File: config.mk
export PLATFORM = sky130hd
export DESIGN_NAME = lie_exec
export DESIGN_NICKNAME = d
export VERILOG_FILES = /design/src/load_instruction_emulator_core_defines.svh /design/src/lie_pkg.sv /design/src/lie_exec.sv
export SDC_FILE = /design/constraint.sdc
export NUM_CORES = 1
export LEC_CHECK = 0
export ABC_CLOCK_PERIOD_IN_PS = 8400
export BUFFER_PORTS_ARGS = -buffer_cell sky130_fd_sc_hd__buf_2
export CAP_MARGIN = 10
export CORE_AREA = 2 2 270 272
export DETAILED_ROUTE_END_ITERATION = 6
export DIE_AREA = 0 0 272 274
export PLACE_DENSITY = 0.45
export SYNTH_ARGS = -nofsm -noshare
export SYNTH_HDL_FRONTEND = slang
export SYNTH_SLANG_ARGS = --single-unit
File: constraint.sdc
create_clock -name vclk -period 8.4
set_input_delay 0.42 -clock vclk [all_inputs]
set_output_delay 0.42 -clock vclk [all_outputs]
set_load 0.02 [all_outputs]
File: src/load_instruction_emulator_core_defines.svh
// Assertion macros for the load instruction emulator core
`ifndef LOAD_INSTRUCTION_EMULATOR_CORE_DEFINES_SVH
`define LOAD_INSTRUCTION_EMULATOR_CORE_DEFINES_SVH

// same-cycle implication
`define LIE_ASSERT_SAME(label, ante, cons) \
  label: assert property (@(posedge clk_i) disable iff (!rst_ni) (ante) |-> (cons)) \
    else $error("lie assertion failed");

// next-cycle implication
`define LIE_ASSERT_NEXT(label, ante, cons) \
  label: assert property (@(posedge clk_i) disable iff (!rst_ni) (ante) |=> (cons)) \
    else $error("lie assertion failed");

`endif

File: src/lie_pkg.sv
// Types and constants shared by the load instruction emulator core
`default_nettype none
package lie_pkg;

  localparam int unsigned XLEN    = 64;
  localparam int unsigned GPR_AW  = 5;
  localparam int unsigned IDX_W   = 6;
  localparam int unsigned NUM_GPR = 31;

  localparam logic [GPR_AW-1:0] REG_ZR     = 5'd31;
  localparam logic [IDX_W-1:0]  REG_SP_IDX = 6'd31;
  localparam logic [IDX_W-1:0]  REG_PC_IDX = 6'd32;

  localparam logic [31:0] LDRB_UIMM_MASK  = 32'hffc00000;
  localparam logic [31:0] LDRB_UIMM_MATCH = 32'h39400000;
  localparam logic [31:0] LDRB_IDX_MASK   = 32'hffc00400;
  localparam logic [31:0] LDRB_IDX_MATCH  = 32'h38400400;
  localparam logic [31:0] LDP_MASK        = 32'hfe400000;
  localparam logic [31:0] LDP_MATCH       = 32'ha8400000;
  localparam logic [31:0] LDURB_MASK      = 32'hffe00c00;
  localparam logic [31:0] LDURB_MATCH     = 32'h38400000;
  localparam logic [31:0] BIT_PREINDEX    = 32'h00000800;
  localparam logic [31:0] BIT_PAIR_NOPOST = 32'h01000000;
  localparam logic [31:0] BIT_PAIR_WB     = 32'h00800000;

  typedef enum logic [1:0] {
    OP_EXEC  = 2'd0,
    OP_WRITE = 2'd1,
    OP_READ  = 2'd2,
    OP_NONE  = 2'd3
  } lie_op_e;

  typedef enum logic [1:0] {
    ST_DONE     = 2'd0,
    ST_UNKNOWN  = 2'd1,
    ST_MISMATCH = 2'd2
  } lie_status_e;

  // register file writes, port 2 wins over port 1 wins over port 0
  typedef struct packed {
    logic              we0;
    logic [GPR_AW-1:0] addr0;
    logic [XLEN-1:0]   data0;
    logic              we1;
    logic [GPR_AW-1:0] addr1;
    logic [XLEN-1:0]   data1;
    logic              we2;
    logic [GPR_AW-1:0] addr2;
    logic [XLEN-1:0]   data2;
    logic              sp_we;
    logic [XLEN-1:0]   sp_data;
    logic              pc_we;
    logic [XLEN-1:0]   pc_data;
  } lie_wr_t;

endpackage
`default_nettype wire

File: src/lie_exec.sv
// Load decode, address check and register write generation
`default_nettype none
module lie_exec import lie_pkg::*; (
  input  logic [31:0]     instr_i,
  input  logic [XLEN-1:0] fault_i,
  input  logic [XLEN-1:0] lo_i,
  input  logic [XLEN-1:0] hi_i,
  input  logic [XLEN-1:0] base_i,
  input  logic [XLEN-1:0] pc_i,
  output lie_status_e     status_o,
  output lie_wr_t         wr_o
);

  logic [GPR_AW-1:0] rt, rn, rt2;
  logic              known, pair, wb, post, match;
  logic [XLEN-1:0]   off, sum, addr;

  assign rt  = instr_i[4:0];
  assign rn  = instr_i[9:5];
  assign rt2 = instr_i[14:10];

  always_comb begin
    known = 1'b0;
    pair  = 1'b0;
    wb    = 1'b0;
    post  = 1'b0;
    off   = '0;
    if ((instr_i & LDRB_UIMM_MASK) == LDRB_UIMM_MATCH) begin
      known = 1'b1;
      off   = {52'b0, instr_i[21:10]};
    end else if ((instr_i & LDRB_IDX_MASK) == LDRB_IDX_MATCH) begin
      known = 1'b1;
      wb    = 1'b1;
      post  = (instr_i & BIT_PREINDEX) == '0;
      off   = {{55{instr_i[20]}}, instr_i[20:12]};
    end else if ((instr_i & LDP_MASK) == LDP_MATCH) begin
      pair  = 1'b1;
      wb    = (instr_i & BIT_PAIR_WB) != '0;
      post  = (instr_i & BIT_PAIR_NOPOST) == '0;
      known = wb || !post;
      off   = {{54{instr_i[21]}}, instr_i[21:15], 3'b000};
    end else if ((instr_i & LDURB_MASK) == LDURB_MATCH) begin
      known = 1'b1;
      off   = {{55{instr_i[20]}}, instr_i[20:12]};
    end
  end

  // post-index checks the plain base; writeback is always base + offset
  assign sum   = base_i + off;
  assign addr  = post ? base_i : sum;
  assign match = addr == fault_i;

  always_comb begin
    wr_o = '0;
    if (!known) begin
      status_o = ST_UNKNOWN;
    end else if (!match) begin
      status_o = ST_MISMATCH;
    end else begin
      status_o   = ST_DONE;
      wr_o.we0   = rt != REG_ZR;
      wr_o.addr0 = rt;
      wr_o.data0 = pair ? lo_i : {56'b0, lo_i[7:0]};
      if (wb) begin
        if (rn == REG_ZR) begin
          wr_o.sp_we   = 1'b1;
          wr_o.sp_data = sum;
        end else begin
          wr_o.we1   = 1'b1;
          wr_o.addr1 = rn;
          wr_o.data1 = sum;
        end
      end
      wr_o.we2     = pair && (rt2 != REG_ZR);
      wr_o.addr2   = rt2;
      wr_o.data2   = hi_i;
      wr_o.pc_we   = 1'b1;
      wr_o.pc_data = pc_i + 64'd4;
    end
  end

endmodule
`default_nettype wire

==> flow_metrics.env <==
export IMPL_power_leakage_nw=7.81
export IMPL_synth_area_leaders="and3_1 17%, xnor2_1 11%, xor2_1 6.7%, and4_1 6.2%, nand2_1 4.7%"
export IMPL_nets=2573
export IMPL_finalSetupViolations=0
export IMPL_overflow=0
export IMPL_arrival_ns=7.70
export IMPL_layout_drive_gt1_share=0.351
export IMPL_port_buffers=694
export IMPL_wl_per_cell_um=30.7
export IMPL_cp_required_ns=7.98
export IMPL_die_w_um=272
export IMPL_holdBufCountCts=0
export IMPL_start_util=0.144
export IMPL_max_freq_mhz=123
export IMPL_use_met2=0.376
export IMPL_path_class="input port to primary output"
export IMPL_drc=0
export IMPL_rsz0062_at_grt="no"
export IMPL_grt_pass1_vias=14906
export IMPL_synthTopCellsByCount="285 x and3_1, 131 x nand2_1, 130 x xnor2_1"
export IMPL_postSynthCellCount=1635
export IMPL_grt_pass1_wl_mm=128
export IMPL_synthToLayoutAreaGrowth_pct=43.4
export IMPL_yosysUniqueCellTypes=81
export IMPL_dr_pass1_iters=6
export IMPL_syn_avg_cell_area_um2=6.35
export IMPL_antenna_left=0
export IMPL_min_path_type="input port to primary output"
export IMPL_status="complete, but fails checks"
export IMPL_syn_area_um2=10400
export IMPL_via_per_inst=5.25
export IMPL_maxCapViolations=1
export IMPL_yosysWarningCount=0
export IMPL_start_kind="input port"
export IMPL_cp_max_fo=80
export IMPL_power_mw=0.404
export IMPL_grt_use_met3=0.0695
export IMPL_syn_nets=2001
export IMPL_tightest_slew_ns=1.51
export IMPL_io_pins=694
export IMPL_dieArea_um2=74500
export IMPL_min_period_ns=8.12
export IMPL_fill_cells=8362
export IMPL_cts_resized=0
export IMPL_cts_setup_buffers=0
export IMPL_setup_ws_ns=0.282
export IMPL_p_per_area_nw_per_um2=27.1
export IMPL_violations="max-capacitance violations, max-slew violations"
export IMPL_tns_ns=0
export IMPL_seq_cells=0
export IMPL_relSlewSlack=-0.0166
export IMPL_yosysMostFrequentCell="and3_1"
export IMPL_drv_slew=6
export IMPL_die_y_um=274
export IMPL_synth_top_area_share=0.172
export IMPL_crit_path_end_kind="primary output"
export IMPL_rows=99
export IMPL_drt_iter0_markers=2225
export IMPL_grt_max_degree=102
export IMPL_dp_final_hpwl_mm=83.5
export IMPL_routed_wl_mm=98.3
export IMPL_busiest_layer="met2"
export IMPL_gp_congestion=1.01
export IMPL_min_period_over_period=0.966
export IMPL_dpl_worst_slack_ns=0.529
export IMPL_ys_seq_area_frac=0
export IMPL_vias=16794
export IMPL_synth_top_area_cell="and3_1"
export IMPL_met1_usage=0.313
export IMPL_ir_worst_vdd_uv=21.7
export IMPL_hold_viol=0
export IMPL_grt_antenna_before_repair=61
export IMPL_n_clock_buffer=0
export IMPL_track_usage=0.244
export IMPL_final_seq_area_um2=0
export IMPL_core_um2=72000
export IMPL_multiInputGateArea_um2=9690
[cell usage in the layout, fill, tap and decap left out, types with 21 or more instances in the layout]
cell,instances
o21ai_0,31
and3b_1,21
buf_2,694
diode_2,34
xor2_1,80
xnor2_1,130
buf_4,42
nor3b_1,21
nand3_1,64
and3_1,285
nor2_1,98
nand2_1,131
nor4_1,41
nand4_1,62
and4_1,74
nor3_1,49
a21oi_1,44
[final timing paths]
| check | end | cells past startpoint | startpoint | slack (ns) |
|---|---|---|---|---|
| worst max-delay path | wr_o[3] | 22 | instr_i[25] | 0.28 |
| worst min-delay path | wr_o[152] | 3 | hi_i[22] | 1.18 |
[metal layers]
metal,wire (um),vias up
met4,4830,28
met3,9850,213
met2,43000,1233
met1,40500,8002
met5,164,-
li1,-,7318
[logic make-up after synthesis]
kind of cell	synth area share
AOI/OAI and AO/OA	0.168
xor gates and xnor gates	0.177
adders and majority gates	0.0176
buffers and inverters	0.0731
muxes	0.0249
and+or+nand+nor	0.539
[critical path, stage by stage]
cell      delay, ns
buf_2          0.11
nor4b_2        0.57
nand2_1        0.12
nor3_1         0.33
buf_4          0.26
a22o_1         0.15
ha_1           0.32
a21o_1         0.23
a221o_1        0.39
a21boi_1       0.66
o22ai_1        0.58
nor3_1         0.46
o21ai_0        0.17
xnor2_1        0.46
nand4_1        0.20
nor4_1         0.38
nand4_1        0.29
nor4_4         0.39
buf_12         0.24
buf_12         0.30
and3_1         0.40
buf_2          0.24
[final cells by class]
cell class,instances,share of cell area
repair buffers,739,0.258
multi-input cells,1446,0.650
diodes,34,0.00571
inverters,20,0.00504
well taps,959,0.0805
[power breakdown]
part / switching (mW) / total [mW] / internal, mW
Sequential: 0 / 0 / 0
Clock: 0 / 0.000000409 / 0.000000408
Combinational: 0.261 / 0.404 / 0.142
Total: 0.261 / 0.404 / 0.142
[metrics by stage]
step / std cells / cell area [um^2] / util / hold WS (ns)
6_report: 3198 / 14900 / 0.207 / 1.18
3_3_place_gp: 3164 / 14800 / 0.206 / 1.18
2_1_floorplan: 1635 / 10400 / - / 0.923
4_1_cts: 3164 / 14800 / 0.206 / 1.18
3_5_place_dp: 3164 / 14800 / 0.206 / 1.18
5_1_grt: 3179 / 14800 / 0.206 / 1.20
Note: power is estimated with default switching activity, not from simulation.
